### config.mk
export PLATFORM = sky130hd
export DESIGN_NAME = adc_i2c_register_slave_core
export DESIGN_NICKNAME = d
export VERILOG_FILES = /design/src/hdl/adcreg_pkg.sv /design/src/hdl/adc_i2c_register_slave_core.sv
export SDC_FILE = /design/constraint.sdc
export NUM_CORES = 1
export LEC_CHECK = 0
export BUFFER_PORTS_ARGS = -buffer_cell sky130_fd_sc_hd__buf_4
export CORE_ASPECT_RATIO = 0.75
export CORE_MARGIN = 4
export CORE_UTILIZATION = 50
export CTS_CLUSTER_DIAMETER = 150
export DETAILED_ROUTE_END_ITERATION = 8
export PLACE_DENSITY_LB_ADDON = 0.1
export SLEW_MARGIN = 40
export SYNTH_ARGS = -nofsm -noshare
export SYNTH_HDL_FRONTEND = slang
export SYNTH_SLANG_ARGS = --single-unit
### constraint.sdc
create_clock -name aclk -period 3 [get_ports aclk]
set_input_delay 0.3 -clock aclk [delete_from_list [all_inputs] [get_ports aclk]]
set_output_delay 0.3 -clock aclk [all_outputs]
set_load 0.005 [all_outputs]
### src/hdl/adcreg_pkg.sv
// ----------------------------------------------------------------------------
// ADC I2C register slave package
// Bus event codes, register pointer values and config constants.
// ----------------------------------------------------------------------------
package adcreg_pkg;

    typedef enum logic [1:0] {
        MODE_EVENT = 2'd0,
        MODE_WRITE = 2'd1,
        MODE_READ  = 2'd2
    } mode_t;

    localparam logic [7:0]  PTR_CONVERSION  = 8'h00;
    localparam logic [7:0]  PTR_CONFIG      = 8'h01;
    localparam logic [15:0] CONFIG_RESET    = 16'h8583;
    localparam logic [15:0] CONFIG_READ_SET = 16'h8000;

    localparam logic [7:0]  PHASE_POINTER   = 8'd0;
    localparam logic [7:0]  PHASE_CFG_HIGH  = 8'd1;
    localparam logic [7:0]  PHASE_CFG_LOW   = 8'd2;

    typedef logic signed [15:0] sample_t;

endpackage

### src/hdl/adc_i2c_register_slave_core.sv
// ----------------------------------------------------------------------------
// ADC I2C register slave core
// Register side of a four-channel ADC acting as an I2C target.
// ----------------------------------------------------------------------------
// Usage:
// Each request on the s_ channel is one bus event: a start or stop with an
// address, a byte written by the controller, or a request for a read byte.
// Every request also carries the current codes of all four channels.
// Each request produces exactly one result on the m_ channel with the read
// byte and the acknowledge bit.
// A request is first captured in an input register; once the result
// register is free or being taken, the register update and the result are
// computed and loaded into the result register, which raises m_valid.
// Throughput is one request per cycle while m_ready stays high; the pointer,
// counters and config word are updated as each result is loaded.
// Synchronous reset clears both stages, the pointer and the counters, and
// loads the config word with 0x8583.
// When the receiver stalls, the result register holds and the input
// register still takes one more request; s_ready then drops until m_ready
// returns.
// ----------------------------------------------------------------------------
module adc_i2c_register_slave_core #(
    parameter logic [6:0] DEVICE_ADDRESS = 7'd72
) (
    input  logic                aclk,
    input  logic                aresetn,
    input  logic                s_valid,
    output logic                s_ready,
    input  logic [1:0]          s_mode,
    input  logic                s_start_flag,
    input  logic [6:0]          s_bus_address,
    input  logic [7:0]          s_write_byte,
    input  adcreg_pkg::sample_t s_sample_ch0,
    input  adcreg_pkg::sample_t s_sample_ch1,
    input  adcreg_pkg::sample_t s_sample_ch2,
    input  adcreg_pkg::sample_t s_sample_ch3,
    output logic                m_valid,
    input  logic                m_ready,
    output logic [7:0]          m_read_byte,
    output logic                m_ack
);
    import adcreg_pkg::*;

    logic        in_valid_reg, in_valid_next;
    logic [1:0]  mode_reg;
    logic        start_flag_reg;
    logic [6:0]  bus_address_reg;
    logic [7:0]  write_byte_reg;
    sample_t     sample_reg [4];

    logic        out_valid_reg, out_valid_next;
    logic [7:0]  read_byte_reg, read_byte_next;
    logic        ack_reg, ack_next;

    logic [7:0]  pointer_reg, pointer_next;
    logic [7:0]  write_phase_reg, write_phase_next;
    logic [7:0]  read_index_reg, read_index_next;
    logic [15:0] config_word_reg, config_word_next;

    logic        accept;
    logic        advance;
    logic [2:0]  mux;
    logic [15:0] selected;

    assign advance = in_valid_reg && (!out_valid_reg || m_ready);
    assign s_ready = !in_valid_reg || advance;
    assign accept  = s_valid && s_ready;

    assign m_valid     = out_valid_reg;
    assign m_read_byte = read_byte_reg;
    assign m_ack       = ack_reg;

    assign mux = config_word_reg[14:12];

    always_comb begin
        selected = 16'h0000;
        if (pointer_reg == PTR_CONVERSION) begin
            if (mux[2]) begin
                selected = 16'(sample_reg[mux[1:0]]);
            end
        end else if (pointer_reg == PTR_CONFIG) begin
            selected = config_word_reg | CONFIG_READ_SET;
        end
    end

    always_comb begin
        in_valid_next    = in_valid_reg;
        out_valid_next   = out_valid_reg;
        read_byte_next   = read_byte_reg;
        ack_next         = ack_reg;
        pointer_next     = pointer_reg;
        write_phase_next = write_phase_reg;
        read_index_next  = read_index_reg;
        config_word_next = config_word_reg;

        if (accept) begin
            in_valid_next = 1'b1;
        end else if (advance) begin
            in_valid_next = 1'b0;
        end

        if (advance) begin
            out_valid_next = 1'b1;
            read_byte_next = 8'h00;
            ack_next       = 1'b0;
            case (mode_t'(mode_reg))
                MODE_EVENT: begin
                    if (start_flag_reg) begin
                        write_phase_next = 8'h00;
                        read_index_next  = 8'h00;
                    end
                    ack_next = (bus_address_reg == DEVICE_ADDRESS);
                end
                MODE_WRITE: begin
                    if (write_phase_reg == PHASE_POINTER) begin
                        pointer_next    = write_byte_reg;
                        read_index_next = 8'h00;
                    end else if (write_phase_reg == PHASE_CFG_HIGH &&
                                 pointer_reg == PTR_CONFIG) begin
                        config_word_next = {write_byte_reg, config_word_reg[7:0]};
                    end else if (write_phase_reg == PHASE_CFG_LOW &&
                                 pointer_reg == PTR_CONFIG) begin
                        config_word_next = {config_word_reg[15:8], write_byte_reg};
                    end
                    write_phase_next = write_phase_reg + 8'd1;
                    ack_next         = 1'b1;
                end
                MODE_READ: begin
                    if (read_index_reg == 8'h00) begin
                        read_byte_next = selected[15:8];
                    end else begin
                        read_byte_next = selected[7:0];
                    end
                    read_index_next = read_index_reg + 8'd1;
                    ack_next        = 1'b1;
                end
                default: begin
                    ack_next = 1'b0;
                end
            endcase
        end else if (m_ready) begin
            out_valid_next = 1'b0;
        end
    end

    always_ff @(posedge aclk) begin
        if (!aresetn) begin
            in_valid_reg    <= 1'b0;
            out_valid_reg   <= 1'b0;
            pointer_reg     <= PTR_CONVERSION;
            write_phase_reg <= 8'h00;
            read_index_reg  <= 8'h00;
            config_word_reg <= CONFIG_RESET;
        end else begin
            in_valid_reg    <= in_valid_next;
            out_valid_reg   <= out_valid_next;
            pointer_reg     <= pointer_next;
            write_phase_reg <= write_phase_next;
            read_index_reg  <= read_index_next;
            config_word_reg <= config_word_next;
        end
    end

    always_ff @(posedge aclk) begin
        if (accept) begin
            mode_reg        <= s_mode;
            start_flag_reg  <= s_start_flag;
            bus_address_reg <= s_bus_address;
            write_byte_reg  <= s_write_byte;
            sample_reg[0]   <= s_sample_ch0;
            sample_reg[1]   <= s_sample_ch1;
            sample_reg[2]   <= s_sample_ch2;
            sample_reg[3]   <= s_sample_ch3;
        end
        read_byte_reg <= read_byte_next;
        ack_reg       <= ack_next;
    end

endmodule

Yosys cells after proc, flatten, opt, wreduce, memory -nomap -nowiden
Memory sizes are Yosys's and may differ from the RTL's. A register that Yosys moved wholly into a read port is not among the register bits.
Index checks and enable logic that the tools add are counted.
{"block": "totals", "ff_bits": 68, "mem_bits_rw": 64, "in_bits": 86, "out_inout_bits": 11, "n_memories": 1}
{"block": "classes", "addsub": 2, "n_eq_ne": 8, "muxes": 19, "n_bitwise": 2, "reduce_logical": 22}
{"memory": "sample_reg", "depth": 4, "word_bits": 16, "read_ports": 1, "rd_clocked_by_memory_dff": 1, "write_ports": 4, "line": "adc_i2c_register_slave_core.sv:49", "source": "sample_t sample_reg [4];"}
{"op": "$mux 16", "n": 3}
{"op": "$mux 8", "n": 4}
{"op": "$logic_not 8->1", "n": 3}
{"op": "$pmux 8 s3", "n": 1}
{"op": "$add 8x1->8 const B", "n": 2}
{"op": "$eq 8x1->1 const B", "n": 2}
{"op": "$pmux 8 s2", "n": 1}
{"op": "$mux 15", "n": 1}
{"op": "$eq 8x2->1 const B", "n": 1}
{"op": "$reduce_and 4->1", "n": 2}
{"op": "$eq 7x7->1 const B", "n": 1}
{"op": "$mux 1", "n": 6}
{"op": "$reduce_and 3->1", "n": 2}
{"op": "$reduce_bool 2->1", "n": 3}
{"op": "$reduce_and 5->1", "n": 1}
{"op": "$logic_and 1x1->1", "n": 4}
{"op": "$mux 2", "n": 2}
{"op": "$ne 2x2->1 const B", "n": 2}
{"op": "$reduce_bool 3->1", "n": 1}
{"op": "$eq 2x1->1 const B", "n": 1}
{"op": "$eq 2x2->1 const B", "n": 1}
{"op": "$logic_not 1->1", "n": 2}
{"op": "$logic_not 2->1", "n": 1}
{"op": "$logic_or 1x1->1", "n": 2}
{"op": "other kinds (3)", "n": 4}

Longest topological paths before layout
Gate-level depths: netlist (run 1).
{"block": "depth", "depth_word": 7, "mapped_depth": 8}

Worst setup path after synthesis (run 1)
No wires, ideal clock.
{"block": "synth_timing", "path_kind": "flip-flop to flip-flop", "startpoint": "reg out_valid_reg, in the netlist m_valid", "endpoint": "reg bus_address_reg[0], enable pin", "arrival_ns": 2.496, "required_time_ns": 2.551, "path_slack_ns": 0.055, "path_stages_with_launch": 4, "n_path_buf": 0, "synth_period_minus_slack_ns": 2.945, "path_cell_list": "dfxtp_1 nor2b_1 nand2_1 and2_1"}
{"block": "synth_between", "elab_chain_len": 5}
{"item": "start, declared", "line": "adc_i2c_register_slave_core.sv:51", "source": "logic out_valid_reg, out_valid_next;"}
{"item": "start signal, assigned", "line": "adc_i2c_register_slave_core.sv:156", "source": "out_valid_reg <= out_valid_next;"}
{"item": "$logic_not 1->1", "line": "adc_i2c_register_slave_core.sv:65", "source": "assign advance = in_valid_reg && (!out_valid_reg || m_ready);"}
{"item": "$logic_or 1x1->1", "line": "adc_i2c_register_slave_core.sv:65"}
{"item": "$logic_and 1x1->1", "line": "adc_i2c_register_slave_core.sv:65"}
{"item": "$logic_or 1x1->1", "line": "adc_i2c_register_slave_core.sv:66", "source": "assign s_ready = !in_valid_reg || advance;"}
{"item": "net s_ready", "line": "adc_i2c_register_slave_core.sv:28", "source": "output logic s_ready,"}
{"item": "$logic_and 1x1->1", "line": "adc_i2c_register_slave_core.sv:67", "source": "assign accept = s_valid && s_ready;"}
{"item": "net accept", "line": "adc_i2c_register_slave_core.sv:60", "source": "logic accept;"}
{"item": "end signal, assigned", "line": "adc_i2c_register_slave_core.sv:168", "source": "bus_address_reg <= s_bus_address;"}
{"item": "end, declared", "line": "adc_i2c_register_slave_core.sv:47", "source": "logic [6:0] bus_address_reg;"}
The timed path passes the listed nets, and every way through them passes these cells.
A chain may end at the register's enable or synchronous reset.

Worst setup path after layout (run 1)
{"block": "layout_timing", "startpoint": "reg read_index_reg[0]", "endpoint": "reg read_byte_reg[7], in the netlist m_read_byte[7] (data pin)"}
{"block": "layout_between", "elab_chain_len": 2}
{"item": "start, declared", "line": "adc_i2c_register_slave_core.sv:57", "source": "logic [7:0] read_index_reg, read_index_next;"}
{"item": "start signal, assigned", "line": "adc_i2c_register_slave_core.sv:159", "source": "read_index_reg <= read_index_next;"}
{"item": "$logic_not 8->1", "line": "adc_i2c_register_slave_core.sv:129", "source": "if (read_index_reg == 8'h00) begin"}
{"item": "$mux 8", "line": "adc_i2c_register_slave_core.sv:129"}
{"item": "end signal, assigned", "line": "adc_i2c_register_slave_core.sv:175", "source": "read_byte_reg <= read_byte_next;"}
{"item": "end, declared", "line": "adc_i2c_register_slave_core.sv:52", "source": "logic [7:0] read_byte_reg, read_byte_next;"}
No other way between the ends.

==> results of run 1 <==
==> final cells by class <==
cell class	count	area, µm²	area share
Sequential cell	134	3593	0.5129
Multi-Input combinational cell	240	1839	0.2625
Timing Repair Buffer	102	778.2	0.1111
Clock buffer	18	429.2	0.06126
Tap cell	140	175.2	0.02500
Clock inverter	14	148.9	0.02125
Inverter	11	41.29	0.005894
==> worst max-delay path, delay by kind of cell (launching register included) <==
family | cells | cell delay, ns
buffers and inverters | 1 | 0.08
AO/OA/AOI/OAI | 2 | 0.49
flip-flops | 1 | 0.33
AND/OR/NAND/NOR | 2 | 1.13
adder cells (fa/ha/maj) | 1 | 0.13
==> metal layers <==
metal,GRT usage,share of wire
met5,0,0
met1,0.2806,0.47
met2,0.2844,0.45
met3,0.06549,0.062
met4,0.05351,0.013
==> final timing paths <==
check,from,end
max reg2reg,read_index_reg[0],m_read_byte[7]
max,read_index_reg[0],m_read_byte[7]
min,s_mode[0],mode_reg[0]
min reg2reg,config_word_reg[2],config_word_reg[2]
==> per-stage QoR <==
stage	area, µm²	std cells	worst slack (ns)	hold slack, ns	utilization
after CTS	7005	659	0.5778	0.04695	0.6427
after floorplan	5568	407	0.05468	0.3989	-
after global placement	6427	627	0.7023	0.4454	0.5896
after global routing	7005	659	0.4283	0.03824	0.6427
final	7005	659	0.5589	0.05884	0.6427
after detailed placement	6427	627	0.6035	0.4478	0.5896
==> cell families (layout without fill, tap and decap cells) <==
| logic type | count (synthesis) | after routing | synth area share |
|---|---|---|---|
| flops | 134 | 134 | 0.6454 |
| xor+xnor | 1 | 1 | 0.001573 |
| mux | 29 | 29 | 0.08832 |
| fa+ha+maj | 10 | 10 | 0.02247 |
| buf+inv | 33 | 145 | 0.02472 |
| compound gates | 85 | 85 | 0.1018 |
| simple gates | 115 | 115 | 0.1157 |
==> power breakdown <==
group / internal, W / leakage [nW] / switching [W] / total (W)
combinational: 0.000125 / 1.03 / 0.000129 / 0.000254
clock: 0.00123 / 0.275 / 0.000799 / 0.00203
sequential: 0.00206 / 1.24 / 0.0000271 / 0.00208
total: 0.00341 / 2.54 / 0.000956 / 0.00437
==> cells in the final DEF, fill, tap and decap left out, types with 3 or more instances in the layout <==
| cell | synthesis | layout |
|---|---|---|
| dfxtp_1 | 43 | 43 |
| o21ai_0 | 28 | 28 |
| nor2_1 | 10 | 10 |
| and3_1 | 3 | 3 |
| ha_1 | 10 | 10 |
| or3_1 | 5 | 5 |
| buf_4 | 0 | 101 |
| nand4_1 | 7 | 7 |
| a32o_1 | 6 | 6 |
| nor4_1 | 8 | 8 |
| clkinvlp_4 | 0 | 3 |
| mux2i_1 | 12 | 12 |
| inv_6 | 0 | 4 |
| nand3_1 | 22 | 22 |
| o211ai_1 | 5 | 5 |
| nor2b_1 | 3 | 3 |
| nor3_1 | 4 | 4 |
| mux4_2 | 16 | 16 |
| inv_1 | 11 | 11 |
| clkbuf_16 | 0 | 17 |
| o31ai_1 | 3 | 3 |
| or4_1 | 4 | 4 |
| a21oi_1 | 17 | 17 |
| a211oi_1 | 8 | 8 |
| a31oi_1 | 8 | 8 |
| nand2_1 | 28 | 28 |
| nor3b_1 | 6 | 6 |
| edfxtp_1 | 91 | 91 |
==> qor.csv, run 1 <==
metric;value;unit
synth top area cells;edfxtp_1, dfxtp_1, mux4_2, o21ai_0, ha_1;
async set-reset flop share out of synthesis;0;
R2R depth;6;
VDD IR-drop max;469.6;µV
Initial Utilization;0.5108;
Mapped Area;0.005568;mm²
EDFF count, synth;91;
fin. max-slew vios;0;
fin nets;602;
initial antenna violation count;0;
CTS tree;done;
global route total overflow;0;
Bufs on Longest Clock Path;2;
Tot Pwr;0.004367;W
Max-slew headroom;0.4492;
Synth area leader;edfxtp_1;
worst hold path depth;1;
number of global-route vias before repair;3757;
CTS resizes;0;
Clock Latency Late Sink;0.41;ns
CP peak stage delay;0.68;ns
area grow syn2layout;25.82;%
final WL;12000;µm
GR Util All Layers;0.1947;
largest net degree at the start of global routing;46;
CP endpoint kind;flop;
final hold vios;0;
critical path peak fanout;14;
CTS buffer count;17;
Sink Count;134;
Vias/cell;5.734;
dpl hpwl;8297;µm
fin crit period;2.441;ns
FF+latch count, synth;134;
pwr/cell area;623.4;mW/mm²
Pre-Repair DR Iteration Count;5;
actual slew at the worst max-slew pin;0.8241;ns
Setup TNS Final;0;ns
clock slew at reported path FFs;0.06;ns
instance count of the mapped netlist;407;
DRC;0;
Required @ worst endpoint;3.13;ns
first-pass GRT wire length;19200;µm
fill cell count;821;
Die H;99.39;µm
Post-CTS Setup Bufs;0;
Worst Skew;0.008366;ns
Final Cycle Share;0.8137;
critical path class;flop to flop;
H-tree levels;4;
Post-Syn Nets;503;
Hold-fix buffers, CTS;0;
share of cells above drive strength 1;0.3006;
worst hold path type;input pin to flop;
Arr. time, crit path;2.57;ns
run status;completed;
Diodes inserted;0;
Synth Flop Type;edfxtp_1;
IO buf count;96;
Starting DRT DRC Count;278;
Die X;129.9;µm
via total after detailed routing;3779;
register area share after synthesis;0.6454;
Syn Area/Cell;13.68;µm²
RSZ-0062 raised after global routing;false;
CP Cell Sequence;inv_1, ha_1, or4b_1, or4_1, a311oi_1, a211oi_1;
yosys warns;0;
Worst path slowest cell;or4_1;
CTS root buf;clkbuf_16;
IO Count;97;
Distinct cells, synth;48;
max cap viols;0;
max FFs per register;64;
row count;33;
fmax;409.7;MHz
Commonest cells post-synth;edfxtp_1, dfxtp_1, nand2_1, o21ai_0, nand3_1;
top-count cell post-synth;edfxtp_1;
ANT nets after route;0;
LEAKAGE;2.545;nW
DR WL/cell;18.20;µm
Die ar.;0.01291;mm²
Synth top area share;0.4908;
gpl congestion;0.8673;
crit start category;flop;
Core ar.;0.01090;mm²
flop2flop setup slack;0.56;ns
endpoints failing setup;0;
No activity file was read; power rests on OpenSTA's default activity.
==> inputs of run 2 (changes only) <==
==> constraint.sdc (replaced) <==
create_clock -name aclk -period 2 [get_ports aclk]
set_input_delay 0.2 -clock aclk [delete_from_list [all_inputs] [get_ports aclk]]
set_output_delay 0.2 -clock aclk [all_outputs]
set_load 0.005 [all_outputs]
==> run 2 against run 1 <==
  * The run now ends with negative setup slack left
  * Hold slack lost 0.036 ns
  * First-iteration DRC count shrank 17%
  * Core utilization grew 10 points
  * Setup slack lost 0.71 ns
  * Highest routed layer unchanged
  * Critical path type unchanged
  * Clock skew is essentially flat
  * Routed wire length grew 12%
  * Sequential cell count is the same
==> qor.csv, run 2 (same netlist as run 1, synthesis figures left out) <==
metric;value;unit;change
M3 GR Usage;0.06119;;-0.004294
VDD IR-drop max;668.1;µV;+42%
Starting DRT DRC Count;232;;-17%
Max-slew headroom;0.6504;;+0.2012
commonest non-fill, non-tap cell in the layout;buf_4;;
Worst Skew;0.007908;ns;-0.0004579 ns
max FFs per register;64;;unchanged
Final Cycle Share;1.073;;+0.2596
CP Cell Sequence;inv_2, ha_4, or4b_4, or4_4, clkbuf_16, o211ai_1, a211oi_1;;
Worst path slowest cell;or4_4;;
critical path peak fanout;7;;-7
H-tree levels;4;;unchanged
Diodes inserted;0;;unchanged
critical path class;flop to flop;;
first-pass GRT wire length;21860;µm;+14%
max cap viols;0;;unchanged
global routing's busiest layer;met2;;
Die ar.;0.01291;mm²;unchanged
fin nets;712;;+18%
share of cells above drive strength 1;0.3100;;+0.009438
LEAKAGE;3.048;nW;+20%
final WL;13480;µm;+12%
Die X;129.9;µm;unchanged
met1 usage;0.3104;;+0.02979
pwr/cell area;818.7;mW/mm²;+31%
fin. max-slew vios;0;;unchanged
Bufs on Longest Clock Path;2;;unchanged
CTS buffer count;17;;unchanged
CTS root buf;clkbuf_16;;
via total after detailed routing;4238;;+12%
Arr. time, crit path;2.31;ns;-0.26 ns
Die H;99.39;µm;unchanged
dpl hpwl;8814;µm;+6.2%
IO buf count;96;;unchanged
Required @ worst endpoint;2.17;ns;-0.96 ns
DR WL/cell;17.53;µm;-3.7%
fin crit period;2.147;ns;-0.2945 ns
GR Util All Layers;0.2239;;+0.02921
row count;33;;unchanged
Initial Utilization;0.5108;;unchanged
DP Cell Count;652;;+4.0%
endpoints failing setup;7;;+7
gpl congestion;0.8380;;-3.4%
crit start category;flop;;
worst hold path type;input pin to flop;;
CP endpoint kind;flop;;
PnR worst setup slack;-0.1466;ns;-0.7055 ns
largest net degree at the start of global routing;46;;unchanged
Vias/cell;5.511;;-3.9%
IO Count;97;;unchanged
actual slew at the worst max-slew pin;0.5245;ns;-0.2996 ns
final hold vios;0;;unchanged
non-filler cells, final;769;;+17%
fill cell count;695;;-15%
commonest cells after routing, fill and taps aside;buf_4, edfxtp_1, dlygate4sd3_1;;
clock slew at reported path FFs;0.06;ns;about the same
initial antenna violation count;0;;unchanged
violated checks;negative setup slack;;
DRC;0;;unchanged
Pre-Repair DR Iteration Count;6;;+1
CTS tree;done;;
GR Util met2;0.3402;;+0.05584
Sink Count;134;;unchanged
CP peak stage delay;0.48;ns;-0.20 ns
ANT nets after route;0;;unchanged
fmax;465.9;MHz;+14%
RSZ-0062 raised after global routing;true;;
Clock Latency Late Sink;0.42;ns;about the same
area grow syn2layout;46.16;%;
global route total overflow;0;;unchanged
number of global-route vias before repair;4271;;+14%
Core ar.;0.01090;mm²;unchanged
Layout Utilization;0.7466;;+0.1039
run status;complete, but fails checks;;
## run 2: worst max-delay path, delay by kind of cell (launching register included)
kind | cells | cell delay [ns]
AO/OA/AOI/OAI | 2 | 0.25
adder cells (fa/ha/maj) | 1 | 0.13
buffers and inverters | 2 | 0.26
flip-flops | 1 | 0.32
AND/OR/NAND/NOR | 2 | 0.93
## run 2: timing repair
item                                    CTS  global route
cloned                                    0             1
endpoints found under the setup margin    7            28
pin swaps                                 0             3
hold buffers                             82             0
resized for setup                         6             8
hold endpoints to repair                 82             0
setup buffers                             0             2
## run 2: cell type report
cell class              count  area (µm²)  share of cell area
clock buffers              18       439.2             0.05397
clock inverters            14       125.1             0.01538
inverters                  11       41.29            0.005074
multi-input cells         240        1884              0.2316
flip-flops and latches    134        3596              0.4419
well taps                 140       175.2             0.02153
repair buffers            212        1877              0.2306
## run 2: path summary, 6_finish.rpt
kind                                         start            endpoint  slack (ns)  depth (start not counted)
worst min-delay path                       s_valid        in_valid_reg        0.02                          3
worst max-delay path             read_index_reg[0]      m_read_byte[1]       -0.15                          7
worst max register to register   read_index_reg[0]      m_read_byte[1]       -0.15                          7
worst min register to register  config_word_reg[9]  config_word_reg[9]        0.47                          2
## run 2: layer usage
metal / up-vias / part of all wire
met4: 0 / 0.011
met2: 136 / 0.48
li1: 2023 / -
met5: - / 0
met3: 15 / 0.066
met1: 2064 / 0.45
## run 2: through the flow
step	TNS [ns]	power (W)	instance area [µm²]	worst slack, ns	hold slack, ns
global placement	-0.3873	0.003577	6634	-0.07440	0.3779
floorplan	-0.3492	0.003347	5572	-0.06649	0.2989
CTS	-0.6159	0.006688	8066	-0.1020	0.01261
global route	-1.537	0.006870	8138	-0.2335	0.03811
detailed placement	-0.7701	0.003597	6654	-0.1315	0.3792
finish	-0.9548	0.006662	8138	-0.1466	0.02294
## run 2: where the power goes
part	switching, W	internal, W	total (W)
logic	0.000238	0.000320	0.000558
registers	0.0000373	0.00309	0.00312
clock network	0.00123	0.00175	0.00298
==> inputs of run 3 (changes only) <==
--- a/config.mk
+++ b/config.mk
@@ -12,6 +12,7 @@
 export CTS_CLUSTER_DIAMETER = 150
 export DETAILED_ROUTE_END_ITERATION = 8
 export PLACE_DENSITY_LB_ADDON = 0.1
+export REMOVE_ABC_BUFFERS = 1
 export SLEW_MARGIN = 40
 export SYNTH_ARGS = -nofsm -noshare
 export SYNTH_HDL_FRONTEND = slang
==> run 3 against run 2 <==
  * Highest routed layer unchanged
  * Power shrank 0.57%
  * The run still ends with negative setup slack left
  * Non-clock buffer count is 4 higher
  * Sequential share of layout area is 0.20 points lower
  * Routed wire length is 5.1% higher
  * Critical endpoint is now m_read_byte[2]
  * Cell count grew 0.65%
==> qor.csv, run 3 (same netlist as run 1, synthesis figures left out) <==
metric;value;unit;change
DRC;0;;unchanged
commonest non-fill, non-tap cell in the layout;buf_4;;
CTS tree;done;;
endpoints failing setup;7;;unchanged
fin crit period;2.137;ns;-0.009660 ns
final hold vios;0;;unchanged
VDD IR-drop max;663.2;µV;-0.73%
Vias/cell;5.519;;+0.15%
PnR worst setup slack;-0.1369;ns;+0.009660 ns
Core ar.;0.01090;mm²;unchanged
flop2flop setup slack;-0.14;ns;about the same
actual slew at the worst max-slew pin;0.4797;ns;-0.04476 ns
DR WL/cell;18.30;µm;+4.4%
Starting DRT DRC Count;276;;+19%
Die H;99.39;µm;unchanged
IO Count;97;;unchanged
dpl hpwl;8750;µm;-0.72%
LEAKAGE;3.055;nW;+0.23%
fill cell count;682;;-1.9%
Die ar.;0.01291;mm²;unchanged
R2R depth;7;;unchanged
number of global-route vias before repair;4342;;+1.7%
area grow syn2layout;46.81;%;
max FFs per register;64;;unchanged
global route total overflow;0;;unchanged
Required @ worst endpoint;2.15;ns;-0.02 ns
RSZ-0062 raised after global routing;true;;
Sink Count;134;;unchanged
CTS root buf;clkbuf_16;;
ANT nets after route;0;;unchanged
hold endpoint;config_word_reg[7];;
first-pass GRT wire length;22510;µm;+3.0%
CTS buffer count;17;;unchanged
DP Cell Count;654;;+0.31%
non-filler cells, final;774;;+0.65%
run status;complete, but fails checks;;
reg2reg end;m_read_byte[2];;
CP endpoint kind;flop;;
Final Cycle Share;1.068;;-0.004830
fin. max-slew vios;0;;unchanged
worst hold path type;input pin to flop;;
fmax;468.0;MHz;+0.45%
Max-slew headroom;0.6798;;+0.02949
R2R Path Start;read_index_reg[0];;
Clock Latency Late Sink;0.42;ns;about the same
Initial Utilization;0.5108;;unchanged
pwr/cell area;810.4;mW/mm²;-1.0%
largest net degree at the start of global routing;32;;-30%
violated checks;negative setup slack;;
Arr. time, crit path;2.29;ns;-0.02 ns
critical path peak fanout;14;;+7
clock slew at reported path FFs;0.06;ns;about the same
row count;33;;unchanged
IO buf count;96;;unchanged
fin nets;716;;+0.56%
Worst Skew;0.009907;ns;+0.001999 ns
critical path class;flop to flop;;
gpl congestion;0.8399;;+0.23%
worst hold path depth;2;;-1
final WL;14170;µm;+5.1%
crit start category;flop;;
Tot Pwr;0.006624;W;-0.57%
max cap viols;0;;unchanged
Pre-Repair DR Iteration Count;5;;-1
share of cells above drive strength 1;0.3223;;+0.01226
Bufs on Longest Clock Path;2;;unchanged
initial antenna violation count;1;;+1
hold_sp;aresetn;;
commonest cells after routing, fill and taps aside;buf_4, edfxtp_1, dlygate4sd3_1;;
via total after detailed routing;4272;;+0.80%
H-tree levels;4;;unchanged
GR Util All Layers;0.2284;;+0.004492
Die X;129.9;µm;unchanged
[run 3: changes by cell type in the layout (fill, tap and decap cells not counted), sizes merged]
cell / change
buf: +4
bufinv: -1
clkbuf: -2
clkinv: -4
clkinvlp: +1
diode: +1
dlygate4sd3: +1
inv: +5
[run 3: worst max-delay path by stage]
stage	end	startpoint	depth (start not counted)	slack (ns)
after floorplan	bus_address_reg[0]	m_valid	3	-0.95
after global placement	m_read_byte[7]	read_index_reg[0]	7	-0.10
after detailed placement	m_read_byte[7]	read_index_reg[0]	7	-0.18
after CTS	m_read_byte[7]	read_index_reg[0]	7	-0.14
after global routing	m_read_byte[2]	read_index_reg[0]	7	-0.22
final	m_read_byte[2]	read_index_reg[0]	7	-0.14
[run 3: where the power goes]
part	total, W	internal [W]	switching, W
Combinational	0.000570	0.000328	0.000242
Sequential	0.00313	0.00309	0.0000459
Clock	0.00292	0.00164	0.00129
Total	0.00662	0.00505	0.00158
[run 3: cell type report]
cell class              instances  area, µm²  area share
flip-flops and latches        134       3596      0.4399
clock buffers                  17      425.4     0.05204
diodes                          1      2.502   0.0003061
well taps                     140      175.2     0.02143
inverters                      11      41.29    0.005051
clock inverters                15      131.4     0.01607
multi-input cells             240       1912      0.2339
repair buffers                216       1891      0.2313
[run 3: per-layer routing]
layer,GRT usage,part of all wire,vias up
met1,0.3214,0.44,2054
met4,0.05751,0.016,0
li1,-,-,2037
met2,0.3564,0.47,160
met3,0.06173,0.069,21
met5,0,0,-
[run 3: what timing repair did]
| action | in CTS | in global routing |
|---|---|---|
| pin swaps | 0 | 6 |
| endpoints found under the hold margin | 83 | 0 |
| setup buffers | 0 | 4 |
| setup endpoints to repair | 19 | 30 |
| gates resized for setup | 6 | 18 |
| hold buffers | 83 | 0 |
| cloned | 0 | 0 |
[run 3: critical path: stages (launching register included)]
cell and delay [ns]:
dfxtp_1 0.32, inv_2 0.06, ha_1 0.14, or4b_4 0.46, or4_4 0.43, buf_8 0.17
o31ai_2 0.23, a31oi_1 0.08
[run 3: per-stage QoR]
step	instance area, µm²	util	TNS, ns	hold slack (ns)	setup WS, ns
2_1_floorplan	5472	-	-81.17	0.2762	-0.9453
3_3_place_gp	6655	0.6105	-0.4871	0.3784	-0.1032
3_5_place_dp	6655	0.6105	-1.142	0.3793	-0.1791
4_1_cts	8066	0.7400	-0.8774	0.1325	-0.1432
5_1_grt	8174	0.7499	-1.385	0.1499	-0.2239
6_report	8174	0.7499	-0.7645	0.1515	-0.1369
